<file path="src/rtl/core/sbeq_ram.sv">
module sbeq_ram #(
  parameter int W = 32,
  parameter int D = 8,
  localparam int AW = (D > 1) ? $clog2(D) : 1
) (
  input  logic          clk,
  input  logic          we,
  input  logic [AW-1:0] waddr,
  input  logic [W-1:0]  wdata,
  input  logic          re,
  input  logic [AW-1:0] raddr,
  output logic [W-1:0]  rdata
);

  logic [W-1:0] mem [D];

  always_ff @(posedge clk) begin
    if (we) begin
      mem[waddr] <= wdata;
    end
    if (re) begin
      rdata <= mem[raddr];
    end
  end

endmodule

</file>
<file path="config.mk">
export PLATFORM = sky130hd
export DESIGN_NAME = sbeq_ram
export DESIGN_NICKNAME = d
export VERILOG_FILES = /design/src/rtl/core/sbeq_ram.sv
export SDC_FILE = /design/constraint.sdc
export NUM_CORES = 1
export LEC_CHECK = 0
export ABC_AREA = 1
export BUFFER_PORTS_ARGS = -buffer_cell sky130_fd_sc_hd__buf_2
export CAP_MARGIN = 20
export CORE_UTILIZATION = 50
export CTS_BUF_LIST = sky130_fd_sc_hd__clkbuf_8
export CTS_CLUSTER_SIZE = 28
export DETAILED_ROUTE_END_ITERATION = 6
export PLACE_DENSITY = 0.78
export SETUP_SLACK_MARGIN = 0.05
export SLEW_MARGIN = 20
export SYNTH_ARGS = -nofsm -noshare
export SYNTH_HDL_FRONTEND = slang
export SYNTH_SLANG_ARGS = --single-unit
</file>
<file path="constraint.sdc">
create_clock -name clk -period 4.73 [get_ports clk]
set_input_delay 0.473 -clock clk [delete_from_list [all_inputs] [get_ports clk]]
set_output_delay 0.473 -clock clk [all_outputs]
set_load 0.01 [all_outputs]
</file>
==> results.py <==
metrics = {
    "cells_and_area": {
        "instances_no_fill": 1593,
        "drive_above_1_share": 0.122,
        "syn_to_final_growth_pct": 11.5,
        "final_nets": 1281,
        "utilization": 0.574,
    },
    "sta": {
        "slew_headroom": 0.362,
        "tightestPinTransition_ps": 956,
        "maxSlewViolCount": 0,
        "fmax_ghz": 0.469,
        "fin_skew_ps": 11.5,
        "period_needed_ps": 2130,
        "min_period_over_period": 0.451,
        "rsz0062_at_grt": "false",
        "setup_viol": 0,
        "hold_slack_ps": 198,
        "tns_ps": 0,
        "hold_viol_final": 0,
    },
    "worst_setup_path": {
        "start_kind": "input pin",
        "rr_worst_depth": 6,
        "critPathKind": "in2reg",
        "crit_family": "buffers and inverters",
        "cp.arrival_ps": 2540,
        "crit_required_ps": 5130,
        "timing.rr.start": "mem[7][29]",
        "reg2reg_slack_ps": 3650,
        "r2r-end": "rdata[29]",
        "critical_path.cell_chain": "buf_4 > clkinv_2 > buf_4 > nand2_1 > nand3_1 > nand2_1 > nand2_1 > nand2_1",
        "cpPeakStageDelay_ps": 640,
        "crit_slowest_cell": "clkinv_2",
        "crit_top_cell": "nand2_1",
        "cp-end-kind": "flop",
        "path_buf_inv": 3,
        "worstPathMaxFanout": 52,
    },
    "yosys": {
        "synth_top_family_by_area": "simple AND/OR/NAND/NOR gates",
        "ys_warn_count": 0,
        "synth_xor_xnor_area_share": 0,
        "ys_async_sr_fraction": 0,
        "synth_top_area_cell": "edfxtp_1",
        "yosysMostFrequentCell": "nand2_1",
        "syn-mean-instance-area_um2": 10.5,
        "synth_top_area_share": 0.709,
        "syn_area_um2": 12200,
        "synthAdderAreaFrac": 0,
        "yosys_most_used_dff": "edfxtp_1",
        "synth-edff-count": 288,
        "synth-seq-cells": 288,
        "ys_top_cells_by_area": "edfxtp_1, nand2_1, inv_1",
        "synth-simple-area-share": 0.185,
        "syn_nets": 1197,
        "synthDistinctLibCells": 11,
        "yosys-top-cells-count": "nand2_1, edfxtp_1, inv_1, nand3_1, buf_2",
        "synth_compound_area_frac": 0,
        "ys_seq_area_frac": 0.709,
        "syn_inst": 1156,
        "synthMuxAreaShare": 0,
    },
    "clocking": {
        "cts_buffers": 43,
        "cts_sinks": 288,
        "h-tree-depth": 2,
        "clk_path_buf_depth": 3,
        "cts_tree": "built",
        "cts_resized": 0,
        "ctsRootBufferMaster": "clkbuf_8",
        "path_clk_slew_ps": 70,
        "hold_buffers": 0,
        "postCtsSetupRepairBufs": 0,
        "insertion_delay_ps": 540,
    },
    "status": {
        "outcome": "finished clean",
    },
    "worst_hold_path": {
        "min_to": "mem[3][25]",
        "worstHoldPathCells": 1,
        "min-delay-start": "wdata[25]",
        "hp-class": "in2reg",
    },
    "global_routing": {
        "grt_max_degree": 79,
        "grt_use_total": 0.203,
        "antenna_found_initial": 2,
        "grt_pass1_vias": 7497,
        "grt_pass1_wl_mm": 37.9,
        "gr-total-overflow": 0,
    },
    "placed_design": {
        "place_congestion": 0.720,
        "port_buffers": 72,
        "numPlacedInstances": 1514,
        "dp_hpwl_mm": 12.8,
    },
    "floorplanning": {
        "boundaryPins": 73,
        "start_util": 0.515,
        "die_w_um": 158,
        "die_area_um2": 25000,
        "rows": 56,
        "die-height_um": 158,
        "core-area_um2": 23700,
    },
    "drt": {
        "first_pass_iters": 5,
        "totalWireLength_mm": 24.1,
        "vias": 7684,
        "postRouteAntennaNets": 0,
        "wl_per_cell_um": 15.1,
        "drc": 0,
        "first_iter_violations": 622,
        "viasPerCell": 4.82,
    },
    "power_and_ir_drop": {
        "p_per_area_nw_per_um2": 375,
        "power.total_mw": 5.10,
        "power_leakage_nw": 6.24,
        "peakVddDrop_uv": 181,
    },
    "run": {
        "maxCapViolCount": 0,
    },
}
[placed cells by master (no fill, tap or decap)]
cell type   instances
clkinv_2           12
buf_2              71
clkinv_1            8
bufinv_16           1
edfxtp_1          288
diode_2             1
clkinvlp_4          3
inv_2               1
nor2_4              8
buf_4              16
nand3_1           128
clkbuf_8           43
inv_1             272
nand2_1           422
[stage by stage]
| stage | setup slack [ps] | area [um2] |
|---|---|---|
| after floorplan | 2340 | 12200 |
| after global placement | 2140 | 12800 |
| after detailed placement | 2070 | 12800 |
| after CTS | 2630 | 13600 |
| after global routing | 2370 | 13600 |
| final | 2600 | 13600 |
[layer usage]
metal,vias to the layer above,track usage,wire length (um)
met5,-,0,14
met4,2,0.0664,521
met3,55,0.0430,1670
met2,248,0.349,11700
met1,3594,0.255,10200
li1,3785,-,-
[worst reg2reg max path: cells and delay by family, from the launching register on]
| family | cells | cell delay, ps |
|---|---|---|
| buffers and inverters | 1 | 70 |
| flip-flops | 1 | 380 |
| AND/OR/NAND/NOR | 5 | 400 |
[flip-flops by register name, summed over array words and instances, names as in the netlist]
register  flops
mem         256
rdata        32
[area by class of cell]
cell class                      count  area [um2]
Timing Repair Buffer               87         475
Clock buffer                       43         592
Sequential cell                   288        8650
Tap cell                          319         399
Inverter                          262         985
Fill cell                        1978       10100
Multi-Input combinational cell    558        2310
Clock inverter                     35         183
Antenna cell                        1        2.50
[worst max-delay path by stage]
stage	slack (ps)	start	endpoint	depth (start not counted)
final	2600	raddr[0]	rdata[18]	8
after global routing	2370	raddr[0]	rdata[31]	8
after CTS	2630	raddr[0]	rdata[23]	8
after detailed placement	2070	raddr[0]	rdata[6]	8
after global placement	2140	raddr[0]	rdata[11]	8
after floorplan	2340	waddr[0]	mem[0][0]	3
[logic make-up (layout without fill, tap and decap cells)]
| logic type | after synthesis | in the layout |
|---|---|---|
| and+or+nand+nor | 558 | 558 |
| DFF | 288 | 288 |
| other | 0 | 1 |
| buffers and inverters | 310 | 427 |
[report_power, final]
part | switching [mW] | internal (mW) | leakage, nW
Clock | 0.905 | 0.911 | 0.443
Sequential | 0.0251 | 2.92 | 2.64
Combinational | 0.241 | 0.101 | 3.15
No activity file was read; power rests on OpenSTA's default activity.
