<file path="src/rtl/core/sbeq_pkg.sv">
package sbeq_pkg;

  // default sizes of the datapath
  localparam int SAMPLE_BITS_DEF = 24;
  localparam int COEF_BITS_DEF   = 32;
  localparam int NUM_STAGES_DEF  = 7;

  // fixed field widths of the channels and the configuration port
  localparam int OPC_W      = 2;
  localparam int STAGE_W    = 3;
  localparam int SLOT_W     = 3;
  localparam int COEF_IN_W  = 32;
  localparam int CFG_IDX_W  = 2;
  localparam int CFG_DATA_W = 5;
  localparam int BAND_W     = 5;

  // coefficients per biquad
  localparam int NUM_SLOTS = 5;

  // first stage driven by band_enable
  localparam int BAND_FIRST_STAGE = 2;

  // opcodes
  localparam logic [OPC_W-1:0] OP_PROCESS = 2'd0;
  localparam logic [OPC_W-1:0] OP_COEF    = 2'd1;
  localparam logic [OPC_W-1:0] OP_CLEAR   = 2'd2;

  // configuration register indexes
  localparam logic [CFG_IDX_W-1:0] REG_BYPASS   = 2'd0;
  localparam logic [CFG_IDX_W-1:0] REG_HP_EN    = 2'd1;
  localparam logic [CFG_IDX_W-1:0] REG_HP_DBL   = 2'd2;
  localparam logic [CFG_IDX_W-1:0] REG_BAND_EN  = 2'd3;

  // coefficient slots
  localparam logic [SLOT_W-1:0] SLOT_B0 = 3'd0;
  localparam logic [SLOT_W-1:0] SLOT_B1 = 3'd1;
  localparam logic [SLOT_W-1:0] SLOT_B2 = 3'd2;
  localparam logic [SLOT_W-1:0] SLOT_A1 = 3'd3;
  localparam logic [SLOT_W-1:0] SLOT_A2 = 3'd4;

  // control from the sequencer to both lanes
  typedef struct packed {
    logic              load_x;
    logic              clr_hist;
    logic              hist_rd;
    logic              load_hist;
    logic              mul_en;
    logic [SLOT_W-1:0] mul_slot;
    logic              acc_clr;
    logic              acc_en;
    logic              wr_hist;
  } lane_ctl_t;

endpackage

</file>
<file path="src/rtl/core/sbeq_ram.sv">
module sbeq_ram #(
  parameter int W = 32,
  parameter int D = 8,
  localparam int AW = (D > 1) ? $clog2(D) : 1
) (
  input  logic          clk,
  input  logic          we,
  input  logic [AW-1:0] waddr,
  input  logic [W-1:0]  wdata,
  input  logic          re,
  input  logic [AW-1:0] raddr,
  output logic [W-1:0]  rdata
);

  logic [W-1:0] mem [D];

  always_ff @(posedge clk) begin
    if (we) begin
      mem[waddr] <= wdata;
    end
    if (re) begin
      rdata <= mem[raddr];
    end
  end

endmodule

</file>
<file path="src/rtl/core/sbeq_lane.sv">
module sbeq_lane #(
  parameter int SAMPLE_BITS = sbeq_pkg::SAMPLE_BITS_DEF,
  parameter int COEF_BITS   = sbeq_pkg::COEF_BITS_DEF,
  parameter int NUM_STAGES  = sbeq_pkg::NUM_STAGES_DEF,
  localparam int HA_W = (NUM_STAGES > 1) ? $clog2(NUM_STAGES) : 1
) (
  input  logic                          clk,
  input  logic                          rst_n,
  input  sbeq_pkg::lane_ctl_t           ctl,
  input  logic [HA_W-1:0]               hist_addr,
  input  logic signed [COEF_BITS-1:0]   coef,
  input  logic signed [SAMPLE_BITS-1:0] x_in,
  output logic signed [SAMPLE_BITS-1:0] y_out
);
  import sbeq_pkg::*;

  localparam int FRAC  = COEF_BITS - 4;
  localparam int PW    = COEF_BITS + SAMPLE_BITS;
  localparam int ACC_W = PW + 3;
  localparam int YW    = ACC_W - FRAC;
  localparam int RW    = 4 * SAMPLE_BITS;
  localparam logic signed [ACC_W-1:0] RND = ACC_W'(1) << (FRAC - 1);
  localparam logic signed [SAMPLE_BITS-1:0] MAXV = {1'b0, {(SAMPLE_BITS-1){1'b1}}};
  localparam logic signed [SAMPLE_BITS-1:0] MINV = {1'b1, {(SAMPLE_BITS-1){1'b0}}};

  logic signed [SAMPLE_BITS-1:0] x_r, x1_r, x2_r, y1_r, y2_r;
  logic signed [SAMPLE_BITS-1:0] opnd;
  logic signed [PW-1:0]          prod_r, prod_nxt;
  logic                          sub_r;
  logic signed [ACC_W-1:0]       acc_r, acc_nxt;
  logic signed [YW-1:0]          y_full;
  logic [YW-SAMPLE_BITS:0]       y_top;
  logic signed [SAMPLE_BITS-1:0] y_sat;
  logic [NUM_STAGES-1:0]         hvld_r;
  logic                          hvld_rd_r;
  logic [RW-1:0]                 row_rd, row, row_wr;

  // row: x1 in the low word, then x2, y1, y2
  assign row    = hvld_rd_r ? row_rd : '0;
  assign row_wr = {y1_r, y_sat, x1_r, x_r};

  sbeq_ram #(.W(RW), .D(NUM_STAGES)) u_hist (
    .clk   (clk),
    .we    (ctl.wr_hist),
    .waddr (hist_addr),
    .wdata (row_wr),
    .re    (ctl.hist_rd),
    .raddr (hist_addr),
    .rdata (row_rd)
  );

  always_comb begin
    case (ctl.mul_slot)
      SLOT_B0: opnd = x_r;
      SLOT_B1: opnd = x1_r;
      SLOT_B2: opnd = x2_r;
      SLOT_A1: opnd = y1_r;
      SLOT_A2: opnd = y2_r;
      default: opnd = '0;
    endcase
  end

  assign prod_nxt = coef * opnd;
  assign acc_nxt  = sub_r ? acc_r - ACC_W'(prod_r) : acc_r + ACC_W'(prod_r);

  // round half up is already in the accumulator, floor shift and clamp
  assign y_full = YW'(acc_r >>> FRAC);
  assign y_top  = y_full[YW-1:SAMPLE_BITS-1];
  assign y_sat  = (&y_top || ~|y_top) ? y_full[SAMPLE_BITS-1:0]
                                      : (y_full[YW-1] ? MINV : MAXV);
  assign y_out  = x_r;

  always_ff @(posedge clk) begin
    if (!rst_n) begin
      hvld_r    <= '0;
      hvld_rd_r <= 1'b0;
    end else begin
      if (ctl.clr_hist) begin
        hvld_r <= '0;
      end else if (ctl.wr_hist) begin
        hvld_r[hist_addr] <= 1'b1;
      end
      if (ctl.hist_rd) begin
        hvld_rd_r <= hvld_r[hist_addr];
      end
    end
  end

  always_ff @(posedge clk) begin
    if (ctl.load_x) begin
      x_r <= x_in;
    end else if (ctl.wr_hist) begin
      x_r <= y_sat;
    end
    if (ctl.load_hist) begin
      {y2_r, y1_r, x2_r, x1_r} <= row;
    end
    if (ctl.mul_en) begin
      prod_r <= prod_nxt;
      sub_r  <= (ctl.mul_slot == SLOT_A1) || (ctl.mul_slot == SLOT_A2);
    end
    if (ctl.acc_clr) begin
      acc_r <= RND;
    end else if (ctl.acc_en) begin
      acc_r <= acc_nxt;
    end
  end

endmodule

</file>
<file path="config.mk">
export PLATFORM = sky130hd
export DESIGN_NAME = sbeq_lane
export DESIGN_NICKNAME = d
export VERILOG_FILES = /design/src/rtl/core/sbeq_pkg.sv /design/src/rtl/core/sbeq_ram.sv /design/src/rtl/core/sbeq_lane.sv
export SDC_FILE = /design/constraint.sdc
export NUM_CORES = 2
export LEC_CHECK = 0
export BUFFER_PORTS_ARGS = -buffer_cell sky130_fd_sc_hd__buf_2
export CORE_UTILIZATION = 42
export DETAILED_ROUTE_END_ITERATION = 6
export SYNTH_ARGS = -nofsm -noshare
export SYNTH_HDL_FRONTEND = slang
export SYNTH_HIERARCHICAL = 1
export SYNTH_SLANG_ARGS = --single-unit
export TNS_END_PERCENT = 5
</file>
<file path="constraint.sdc">
create_clock -name clk -period 17.25 [get_ports clk]
set_input_delay 0.8625 -clock clk [delete_from_list [all_inputs] [get_ports clk]]
set_output_delay 0.8625 -clock clk [all_outputs]
set_load 0.02 [all_outputs]
</file>
==> summary.txt <==
Critical path
  – WP data arrival: 9680 ps
  – Worst-path fanout max: 32
  – Critical path type: in -> reg
  – Startpoint types: input pin
  – Reg2reg start: x1_r[2]
  – Crit path capture type: flip-flop
  – R2R Setup Slk: a little under 9000 ps
  – CP startpoint: ctl[4]
  – Req. time, crit path: about 18000 ps

Timing
  – Worst slew pin tran: 1040 ps
  – RSZ-0062 raised after global routing: no
  – Final setup fails: 0
  – Tmin final: between 9000 and 10000 ps
  – Slew Viols, Final: 0
  – Setup TNS Final: 0 ps
  – Final Hold Viols: 0
  – Final Cycle Share: a little over half
  – Clock Skew: roughly 45 ps
  – Fmax: ~0.11 GHz
  – Slew HR: between 30 and 40%

Layout
  – Commonest cells after routing, fill and taps aside: edfxtp_1 (945), inv_1 (790), fa_1 (784), nand2_1 (496), and2_1 (469)
  – Footprint of the multi-input gates: approximately 0.036 sq mm
  – Commonest non-fill, non-tap cell in the layout: edfxtp_1
  – Fill count: 14900
  – Register area: 0.0297 sq mm
  – Layout area overhead: 8.03%
  – Layout cells sized above 1: 9.39%
  – Fin nets: slightly below 7000

Logic synthesis
  – Post-Syn Nets: about 6800
  – Main synth FF type: edfxtp_1
  – Synth cell types: 88
  – Async SR Flop Fraction: 0%
  – Register area share after synthesis: a little over two fifths
  – Mapped Cells: around 5800
  – Synth warn: 6
  – Mean Syn Cell Area: 12.2 sq um
  – #FFs+latches synth: a little over 1000
  – Synthesized area: 0.0704 sq mm
  – Post-synth EDFFs: about 950

Min path
  – HP Class: in -> reg
  – HP Start: rst_n

Floorplan
  – Core box area: about 0.17 sq mm
  – Die Height: ~410 um
  – I/O pin count: 96
  – Area of the die: between 0.15 and 0.2 sq mm
  – Chip Width: roughly 410 um
  – # rows: around 150
  – Initial Utilization: a little over two fifths

Clocking
  – Clk_lat worst skew: ~710 ps
  – Post-CTS Setup Inserts: 0
  – CTS tree: yes
  – # hold bufs at CTS: 0
  – Clock transition at path regs: around 60 ps
  – CTS Buffer Depth: 3
  – Clk sinks: around 1000
  – Root Buffer: clkbuf_16
  – H-tree levels: 3
  – CTS Buf Count: 100
  – Post-CTS Resized: 0

GRT
  – Antenna violations before repair: 7
  – First-pass GRT wire length: between 200000 and 300000 um
  – Total grt overflow: 0
  – Largest net degree at the start of global routing: 97
  – GRT Overall Usage: between 20% and 30%
  – Vias in the first global route: 45000

Detailed routing
  – Remaining antenna violation count: 0
  – Per-cell routed wire length: between 20 and 25 um
  – Drt pass-1 iters: 5
  – Avg Vias per Cell: around 5.4
  – Drt total wl: 183000 um
  – Vias: 43300
  – DRC errors left: 0
  – 1st-iter DRT viols: around 3100

Run status
  – Status: completed

Placement
  – Detailed placement HPWL: 120000 um
  – Final Wtd Congestion: about 0.86
  – IO Port Bufs: 95

Flow run
  – Max-Cap Viols: 0
[Yosys cell counts, drive strengths merged (18+ instances only)]
cell | count | area, sq um
edfxtp | 945 | 28400
inv | 791 | 2970
fa | 784 | 15700
nand2 | 497 | 1870
and2 | 469 | 2930
mux2i | 266 | 2660
clkbuf | 232 | 872
ha | 209 | 2620
nor2 | 182 | 686
a21oi | 149 | 753
xnor2 | 139 | 1220
mux2 | 120 | 1500
nand2b | 112 | 701
o21ai | 109 | 557
o211ai | 103 | 973
o221ai | 96 | 1090
buf | 69 | 427
a21o | 67 | 503
dfxtp | 67 | 1340
xor2 | 32 | 280
a221o | 26 | 260
nand3 | 26 | 140
nor3 | 26 | 130
a31oi | 25 | 163
o21bai | 21 | 161
nand4 | 18 | 113
[final cells by class]
| class | count | share of cell area (%) |
|---|---|---|
| Clock inverter | 58 | 0.671 |
| Inverter | 791 | 3.91 |
| Sequential cell | 1012 | 39.1 |
| Tap cell | 2189 | 3.60 |
| Multi-Input combinational cell | 3650 | 48.0 |
| Clock buffer | 121 | 3.44 |
| Timing Repair Buffer | 159 | 1.30 |
| Antenna cell | 1 | 0.00329 |
[per-stage QoR]
stage	hold slack (ps)	cell area, sq um	util (%)	cells	setup slack, ps
6_report	408	76000	45.9	7981	8000
5_1_grt	394	76000	45.9	7980	7550
4_1_cts	357	76000	45.9	7980	8060
3_5_place_dp	463	72900	44.0	7801	7340
3_3_place_gp	444	72900	44.0	7801	7480
2_1_floorplan	431	70400	-	5754	8370
[cell families after synthesis]
family          Yosys count  share of synthesized area (%)
simple gates           1421                           10.3
flops                  1012                           42.2
xor+xnor                171                           2.13
mux                     387                           5.95
buf+inv                1092                           6.06
fa+ha+maj               993                           26.0
compound gates          678                           7.33
[registers in the layout, summed over array words and instances, names as in the netlist]
name and count:
u_hist/mem 672, sub_r 1, x1_r 24, y2_r 24, acc_r 59, prod_r 56, x2_r 24, y1_r 24
u_hist/rdata 96, hvld_r 7, y_out 24, hvld_rd_r 1
[critical path, stage by stage]
cell     delay, ps
buf_2           70
buf_4          540
nor3b_2        280
buf_4          400
a221o_2        750
and2_1         240
fa_1           570
fa_1           700
inv_1          210
fa_1           880
inv_1          230
fa_1           500
fa_1           560
fa_1           430
fa_1           450
ha_1           390
nand2_1        150
nor2_1          60
and4_1         210
nor3b_1        150
or4b_1         540
a31oi_1        190
nor2b_1        180
xnor2_1         70
[final timing paths]
kind	end	depth (start not counted)
setup / recovery	prod_r[52]	24
hold reg to reg	hvld_r[6]	2
setup reg to reg	prod_r[53]	27
hold / removal	hvld_rd_r	2
[metal layers]
metal  vias to the layer above  share of wire [%]  GRT usage (%)
li1                      19100                  -              -
met1                     22600                 46           31.7
met2                      1299                 46           34.6
met3                       205                6.2           3.23
met4                         2                2.0           4.98
met5                         -             0.0060              0
Power is not shown: default switching activity piles up to over one toggle a cycle in this logic, so the estimate is an artifact.
