### src/rtl/core/sbeq_pkg.sv
package sbeq_pkg;

  // default sizes of the datapath
  localparam int SAMPLE_BITS_DEF = 24;
  localparam int COEF_BITS_DEF   = 32;
  localparam int NUM_STAGES_DEF  = 7;

  // fixed field widths of the channels and the configuration port
  localparam int OPC_W      = 2;
  localparam int STAGE_W    = 3;
  localparam int SLOT_W     = 3;
  localparam int COEF_IN_W  = 32;
  localparam int CFG_IDX_W  = 2;
  localparam int CFG_DATA_W = 5;
  localparam int BAND_W     = 5;

  // coefficients per biquad
  localparam int NUM_SLOTS = 5;

  // first stage driven by band_enable
  localparam int BAND_FIRST_STAGE = 2;

  // opcodes
  localparam logic [OPC_W-1:0] OP_PROCESS = 2'd0;
  localparam logic [OPC_W-1:0] OP_COEF    = 2'd1;
  localparam logic [OPC_W-1:0] OP_CLEAR   = 2'd2;

  // configuration register indexes
  localparam logic [CFG_IDX_W-1:0] REG_BYPASS   = 2'd0;
  localparam logic [CFG_IDX_W-1:0] REG_HP_EN    = 2'd1;
  localparam logic [CFG_IDX_W-1:0] REG_HP_DBL   = 2'd2;
  localparam logic [CFG_IDX_W-1:0] REG_BAND_EN  = 2'd3;

  // coefficient slots
  localparam logic [SLOT_W-1:0] SLOT_B0 = 3'd0;
  localparam logic [SLOT_W-1:0] SLOT_B1 = 3'd1;
  localparam logic [SLOT_W-1:0] SLOT_B2 = 3'd2;
  localparam logic [SLOT_W-1:0] SLOT_A1 = 3'd3;
  localparam logic [SLOT_W-1:0] SLOT_A2 = 3'd4;

  // control from the sequencer to both lanes
  typedef struct packed {
    logic              load_x;
    logic              clr_hist;
    logic              hist_rd;
    logic              load_hist;
    logic              mul_en;
    logic [SLOT_W-1:0] mul_slot;
    logic              acc_clr;
    logic              acc_en;
    logic              wr_hist;
  } lane_ctl_t;

endpackage

### src/rtl/core/sbeq_seq.sv
module sbeq_seq #(
  parameter int NUM_STAGES = sbeq_pkg::NUM_STAGES_DEF,
  localparam int HA_W = (NUM_STAGES > 1) ? $clog2(NUM_STAGES) : 1,
  localparam int CA_D = NUM_STAGES * sbeq_pkg::NUM_SLOTS,
  localparam int CA_W = (CA_D > 1) ? $clog2(CA_D) : 1
) (
  input  logic                  clk,
  input  logic                  rst_n,
  input  logic                  start,
  input  logic                  skip,
  input  logic                  clear,
  input  logic [NUM_STAGES-1:0] stage_en,
  input  logic                  out_free,
  output sbeq_pkg::lane_ctl_t   ctl,
  output logic [HA_W-1:0]       stage,
  output logic                  coef_rd,
  output logic [CA_W-1:0]       coef_raddr,
  output logic                  busy,
  output logic                  done_load
);
  import sbeq_pkg::*;

  localparam logic [1:0] ST_IDLE = 2'd0;
  localparam logic [1:0] ST_RUN  = 2'd1;
  localparam logic [1:0] ST_DONE = 2'd2;

  // steps of one active stage
  localparam logic [2:0] STEP_ISSUE    = 3'd0;
  localparam logic [2:0] STEP_LOAD     = 3'd1;
  localparam logic [2:0] STEP_LAST_RD  = 3'd4;
  localparam logic [2:0] STEP_LAST_MUL = 3'd5;
  localparam logic [2:0] STEP_FIRST_AC = 3'd2;
  localparam logic [2:0] STEP_LAST_AC  = 3'd6;
  localparam logic [2:0] STEP_WB       = 3'd7;

  logic [1:0]      state_r, state_nxt;
  logic [HA_W-1:0] stg_r, stg_nxt;
  logic [2:0]      step_r, step_nxt;
  logic            stg_on;
  logic            last_stg;
  logic            run;

  assign stg_on   = stage_en[stg_r];
  assign last_stg = (stg_r == HA_W'(NUM_STAGES - 1));
  assign run      = (state_r == ST_RUN);
  assign stage    = stg_r;
  assign busy     = (state_r != ST_IDLE);

  always_comb begin
    state_nxt = state_r;
    stg_nxt   = stg_r;
    step_nxt  = step_r;
    done_load = 1'b0;
    unique case (state_r)
      ST_IDLE: begin
        stg_nxt  = '0;
        step_nxt = STEP_ISSUE;
        if (start) begin
          state_nxt = skip ? ST_DONE : ST_RUN;
        end
      end
      ST_RUN: begin
        if ((step_r == STEP_ISSUE && !stg_on) || step_r == STEP_WB) begin
          step_nxt = STEP_ISSUE;
          if (last_stg) begin
            state_nxt = ST_DONE;
          end else begin
            stg_nxt = stg_r + 1'b1;
          end
        end else begin
          step_nxt = step_r + 1'b1;
        end
      end
      ST_DONE: begin
        if (out_free) begin
          done_load = 1'b1;
          state_nxt = ST_IDLE;
        end
      end
      default: begin
        state_nxt = ST_IDLE;
      end
    endcase
  end

  // later steps are only reached for an enabled stage
  always_comb begin
    ctl           = '0;
    ctl.load_x    = start;
    ctl.clr_hist  = clear;
    ctl.hist_rd   = run && step_r == STEP_ISSUE && stg_on;
    ctl.load_hist = run && step_r == STEP_LOAD;
    ctl.acc_clr   = run && step_r == STEP_LOAD;
    ctl.mul_en    = run && step_r >= STEP_LOAD && step_r <= STEP_LAST_MUL;
    ctl.mul_slot  = SLOT_W'(step_r - 3'd1);
    ctl.acc_en    = run && step_r >= STEP_FIRST_AC && step_r <= STEP_LAST_AC;
    ctl.wr_hist   = run && step_r == STEP_WB;
    coef_rd       = run && step_r <= STEP_LAST_RD && (step_r != STEP_ISSUE || stg_on);
    coef_raddr    = CA_W'(int'(stg_r) * NUM_SLOTS + int'(step_r));
  end

  always_ff @(posedge clk) begin
    if (!rst_n) begin
      state_r <= ST_IDLE;
      stg_r   <= '0;
      step_r  <= STEP_ISSUE;
    end else begin
      state_r <= state_nxt;
      stg_r   <= stg_nxt;
      step_r  <= step_nxt;
    end
  end

endmodule

### config.mk
export PLATFORM = sky130hd
export DESIGN_NAME = sbeq_seq
export DESIGN_NICKNAME = d
export VERILOG_FILES = /design/src/rtl/core/sbeq_pkg.sv /design/src/rtl/core/sbeq_seq.sv
export SDC_FILE = /design/constraint.sdc
export NUM_CORES = 1
export LEC_CHECK = 0
export BUFFER_PORTS_ARGS = -buffer_cell sky130_fd_sc_hd__buf_2
export CORE_MARGIN = 4
export CORE_UTILIZATION = 45
export CTS_BUF_LIST = sky130_fd_sc_hd__clkbuf_8
export CTS_CLUSTER_SIZE = 10
export DETAILED_ROUTE_END_ITERATION = 7
export PLACE_DENSITY = 0.72
export SLEW_MARGIN = 10
export SYNTH_ARGS = -nofsm -noshare
export SYNTH_HDL_FRONTEND = slang
export SYNTH_SLANG_ARGS = --single-unit
### constraint.sdc
create_clock -name clk -period 2.8 [get_ports clk]
set_input_delay 0.56 -clock clk [delete_from_list [all_inputs] [get_ports clk]]
set_output_delay 0.56 -clock clk [all_outputs]
set_load 0.02 [all_outputs]
==> out/qor.csv, run 1 <==
metric,value,unit
cp-start-kind,flop,
final_core_util,0.5840,
clock_path_buffers,2,
core.rowCount,16,
grt_setup_unrepaired,no,
clk_pin_slew,40,ps
min_period_over_period,0.9426,
die_area,2922,um2
grt_pass1_vias,834,
maxCapViolations,0,
path_class,reg2out,
final_cell_area,1157,um2
first_iter_violations,13,
ios,36,
cts_buffers,3,
synth_seq_cells,8,
synth_warnings,0,
dr.pass1.iters,4,
syn_avg_cell_area,8.840,um2
tns,0,ps
grt_max_degree,15,
endpoint_kind,output pin,
hold_viol_final,0,
nNetsFinal,170,
die_x,54.06,um
coreArea,1982,um2
syn_area,954.7,um2
crit_fanout,2,
grt-ovfl-total,0,
cp_data_arrival_time,2080,ps
vias,901,
synthCells,108,
hold_depth,2,
synth_top_flop_cell,dfxtp_1,
slew_viol_final,0,
cts_setup_buffers,0,
yosysSeqAreaShare,0.1678,
drc_errors,0,
diodes,0,
grtUsageTotal,0.1625,
cts_root_buf,clkbuf_8,
dpl.hpwl,1647,um
reg2reg_depth,6,
p_leak,0.6232,nW
antenna_found_initial,0,
cts_resized,0,
viasPerCell,5.494,
slew_headroom,0.5910,
cp.required,2240,ps
setup_viol,0,
io_buffers,33,
drive_above_1_share,0.3358,
cts_max_level,1,
cts_tree,built,
skew,0.2985,ps
ctsHoldBuffers,0,
powerDensity,309.1,nW/um2
initial_utilization,0.4817,
syn_nets,139,
routed_wl,2076,um
die_h,54.06,um
synthArstFlopShare,0,
grt_pass1_wl,3491,um
place.gp.congestion,0.7372,
worst_slew_pin_slew,612.2,ps
area_growth,21.23,%
clk_latency,230,ps
yosysUniqueCellTypes,44,
wl_per_cell,12.66,um
synth-edff-count,0,
hold_path.class,reg2reg,
status,"complete, no violations",
ir_worst_vdd,293.3,uV
antenna_left,0,
place_area,1116,um2
finalCriticalPeriod,2639,ps
total_power,0.3577,mW
fmax,0.3789,GHz
cts_sinks,8,
## worst max-delay path, cell delays in order (launching register included)
cell     delay [ps]
dfxtp_1         300
ha_1            290
ha_1            300
ha_1            290
a21o_1          180
a21oi_1         180
xnor2_1         130
buf_2           180
## report_power, final
| part | internal [mW] | switching (mW) | leakage, nW |
|---|---|---|---|
| sequential | 0.119 | 0.00961 | 0.0649 |
| clock | 0.0935 | 0.0489 | 0.0216 |
| combinational | 0.0362 | 0.0509 | 0.537 |
| total | 0.248 | 0.109 | 0.623 |
## cells by family (layout without fill, tap and decap cells)
kind of cell | count (synthesis) | after routing | share of synthesized area
mux | 6 | 6 | 0.07733
buf+inv | 19 | 48 | 0.09436
flops | 8 | 8 | 0.1678
xor+xnor | 3 | 3 | 0.02753
compound gates | 25 | 25 | 0.1992
fa+ha+maj | 18 | 18 | 0.2438
simple gates | 29 | 29 | 0.1900
## synth_stat cells (2+ instances only)
library cell	instances	area (um2)
dfxtp_1	8	160.2
nand2_1	4	15.01
mux2i_1	4	40.04
and3_1	3	18.77
inv_1	9	33.78
nand2b_1	2	12.51
o21ai_0	6	30.03
and2_1	2	12.51
nor2_1	2	7.510
xnor2_1	2	17.52
nor2b_1	2	12.51
clkbuf_1	5	18.77
buf_4	3	22.52
ha_1	17	212.7
nand3_1	2	10.01
or3_1	2	12.51
a41o_1	3	30.03
a21oi_1	5	25.02
nor3b_1	2	15.01
## metrics by stage
step | setup WS (ps) | hold WS [ps] | instances
CTS | 139.6 | 585.0 | 164
finish | 160.6 | 575.3 | 164
detailed placement | 389.9 | 577.8 | 161
global route | 52.48 | 621.9 | 164
floorplan | 215.5 | 606.2 | 108
global placement | 431.9 | 580.4 | 161
## layout make-up
type,count,area (um2)
Fill cell,185,824.5
Inverter,10,37.54
Timing Repair Buffer,35,180.2
Multi-Input combinational cell,81,704.4
Sequential cell,8,160.2
Tap cell,27,33.78
Clock buffer,3,41.29
## layout by cell type, fill, tap and decap left out, types with 4 or more instances in the layout
cell type   n
buf_2      33
dfxtp_1     8
nand2_1     4
mux2i_1     4
o21ai_0     6
inv_1       9
a21oi_1     5
ha_1       17
## flip-flops by register name (all words and copies together), names as in the netlist
name / count
stage: 3
state_r: 2
step_r: 3
## routing by layer
metal | wire length, um | vias to the layer above | global-route usage | part of all wire
met4 | 34 | 0 | 0.05809 | 0.016
met3 | 183 | 7 | 0.05540 | 0.088
li1 | - | 444 | - | -
met2 | 997 | 33 | 0.2843 | 0.48
met1 | 861 | 417 | 0.1811 | 0.41
met5 | 0 | - | 0 | 0
## path summary, 6_finish.rpt
| kind | start | end | slack, ps |
|---|---|---|---|
| min | stage[1] | stage[1] | 580 |
| min reg2reg | stage[1] | stage[1] | 580 |
| max reg2reg | step_r[1] | stage[2] | 970 |
| max | stage[0] | coef_raddr[4] | 160 |
(Power assumes the default switching activity.)
==> run 2: changes to the inputs <==
--- a/config.mk
+++ b/config.mk
@@ -12,6 +12,7 @@
 export CTS_CLUSTER_SIZE = 10
 export DETAILED_ROUTE_END_ITERATION = 7
 export PLACE_DENSITY = 0.72
+export SKIP_LAST_GASP = 1
 export SLEW_MARGIN = 10
 export SYNTH_ARGS = -nofsm -noshare
 export SYNTH_HDL_FRONTEND = slang
==> constraint.sdc (replaced) <==
create_clock -name clk -period 3.1 [get_ports clk]
set_input_delay 0.62 -clock clk [delete_from_list [all_inputs] [get_ports clk]]
set_output_delay 0.62 -clock clk [all_outputs]
set_load 0.02 [all_outputs]
==> run 2 against run 1 <==
  * Die area is the same
  * Wire length down 2.7%
  * Hold slack improved by 19 ps
  * Combinational power is 10% lower
  * Largest power group unchanged
==> out/qor.csv, run 2 (synthesis gave the netlist of run 1 again) <==
metric,value,unit,change
viasPerCell,5.301,,-3.5%
finalWorstSetupSlack,252.0,ps,+91.42 ps
cpPeakStageDelay,470,ps,+170 ps
maxCapViolations,0,,unchanged
ctsHoldBuffers,0,,unchanged
reg2reg_depth,6,,unchanged
crit_cells,7,,unchanged
dp_cells,160,,-0.62%
layout_commonest_cell,buf_2,,
dpl.hpwl,1602,um,-2.8%
path_class,reg2out,,
status,"complete, no violations",,
tns,0,ps,unchanged
cp-start-kind,flop,,
final_cell_area,1150,um2,-0.65%
cts_resized,0,,unchanged
clock_path_buffers,2,,unchanged
clk_latency,230,ps,about the same
total_power,0.3203,mW,-10%
core.rowCount,16,,unchanged
hold_depth,2,,unchanged
hold-worst-slack,594.3,ps,+19.01 ps
antenna_left,0,,unchanged
cp_data_arrival_time,2230,ps,+150 ps
place_area,1109,um2,-0.67%
worst_slew_pin_slew,573.0,ps,-39.17 ps
initial_utilization,0.4817,,unchanged
cts_root_buf,clkbuf_8,,
die_area,2922,um2,unchanged
diodes,0,,unchanged
critical_path_buf_inv_count,1,,unchanged
cts_buffers,3,,unchanged
grt_setup_unrepaired,no,,
cts_sinks,8,,unchanged
routed_wl,2020,um,-2.7%
wl_per_cell,12.39,um,-2.1%
n_fill_cell,191,,+3.2%
final_cell_mix,"buf_2, ha_1, inv_1",,
cts_tree,built,,
ir_worst_vdd,425.5,uV,+45%
crit_slowest_cell,dfxtp_1,,
clk_pin_slew,40,ps,about the same
final_core_util,0.5802,,-0.003788
die_h,54.06,um,unchanged
drive_above_1_share,0.3309,,-0.004884
slew_viol_final,0,,unchanged
nNetsFinal,169,,-0.59%
p_leak,0.6177,nW,-0.88%
hold_viol_final,0,,unchanged
finalCriticalPeriod,2848,ps,
powerDensity,278.6,nW/um2,-9.9%
drc_errors,0,,unchanged
first_iter_violations,6,,-7
place.gp.congestion,0.7434,,+0.84%
grtUsageTotal,0.1482,,-0.01430
path_cells,ha_1 > ha_1 > ha_1 > a21o_1 > a21oi_1 > xnor2_1 > buf_2,,
dr.pass1.iters,4,,unchanged
cts_setup_buffers,0,,unchanged
antenna_found_initial,0,,unchanged
vias,864,,-4.1%
cts_max_level,1,,unchanged
coreArea,1982,um2,unchanged
grt-ovfl-total,0,,unchanged
ios,36,,unchanged
grt_max_degree,15,,unchanged
setup_viol,0,,unchanged
skew,1.857,ps,+1.558 ps
crit_family,adder cells,,
hold_path.class,reg2reg,,
fmax,0.3511,GHz,
io_buffers,33,,unchanged
die_x,54.06,um,unchanged
area_growth,20.45,%,
crit_top_cell,ha_1,,
cp.required,2480,ps,+240 ps
grt_pass1_wl,3180,um,-8.9%
endpoint_kind,output pin,,
slew_headroom,0.6172,,+0.02616
final_cells,163,,-0.61%
place_worst_setup_slack,475.8,ps,+85.88 ps
min_period_over_period,0.9187,,
grt_pass1_vias,752,,-9.8%
r2r_setup_slack,1280,ps,+310 ps
crit_fanout,8,,+6
## run 2: cell count changes in the layout (fill, tap and decap cells not counted), sizes merged
cell / change
buf: -1
## run 2: worst min-delay path, delay by kind of cell (launching register included)
| family | cells | cell delay, ps |
|---|---|---|
| muxes | 1 | 60 |
| DFF | 1 | 390 |
| and+or+nand+nor | 1 | 90 |
## run 2: area by class of cell
type                    instances  area, um2  share of cell area
clock buffers                   3      41.29             0.03591
inverters                      10      37.54             0.03264
multi-input cells              81      704.4              0.6126
flip-flops and latches          8      160.2              0.1393
well taps                      27      33.78             0.02938
repair buffers                 34      172.7              0.1502
## run 2: worst paths after layout
path,start,to
worst max-delay path,stage[2],coef_raddr[4]
worst min register to register,stage[1],stage[1]
worst min-delay path,stage[1],stage[1]
worst max register to register,stage[0],stage[2]
## run 2: where the power goes
group	internal [mW]	switching, mW
clock network	0.0842	0.0416
registers	0.107	0.00925
logic	0.0327	0.0454
## run 2: per-layer routing
layer	part of all wire	track usage	vias to the layer above
met2	0.48	0.2399	23
li1	-	-	439
met3	0.065	0.04432	2
met1	0.45	0.1827	400
met4	0.0084	0.05809	0
met5	0	0	-
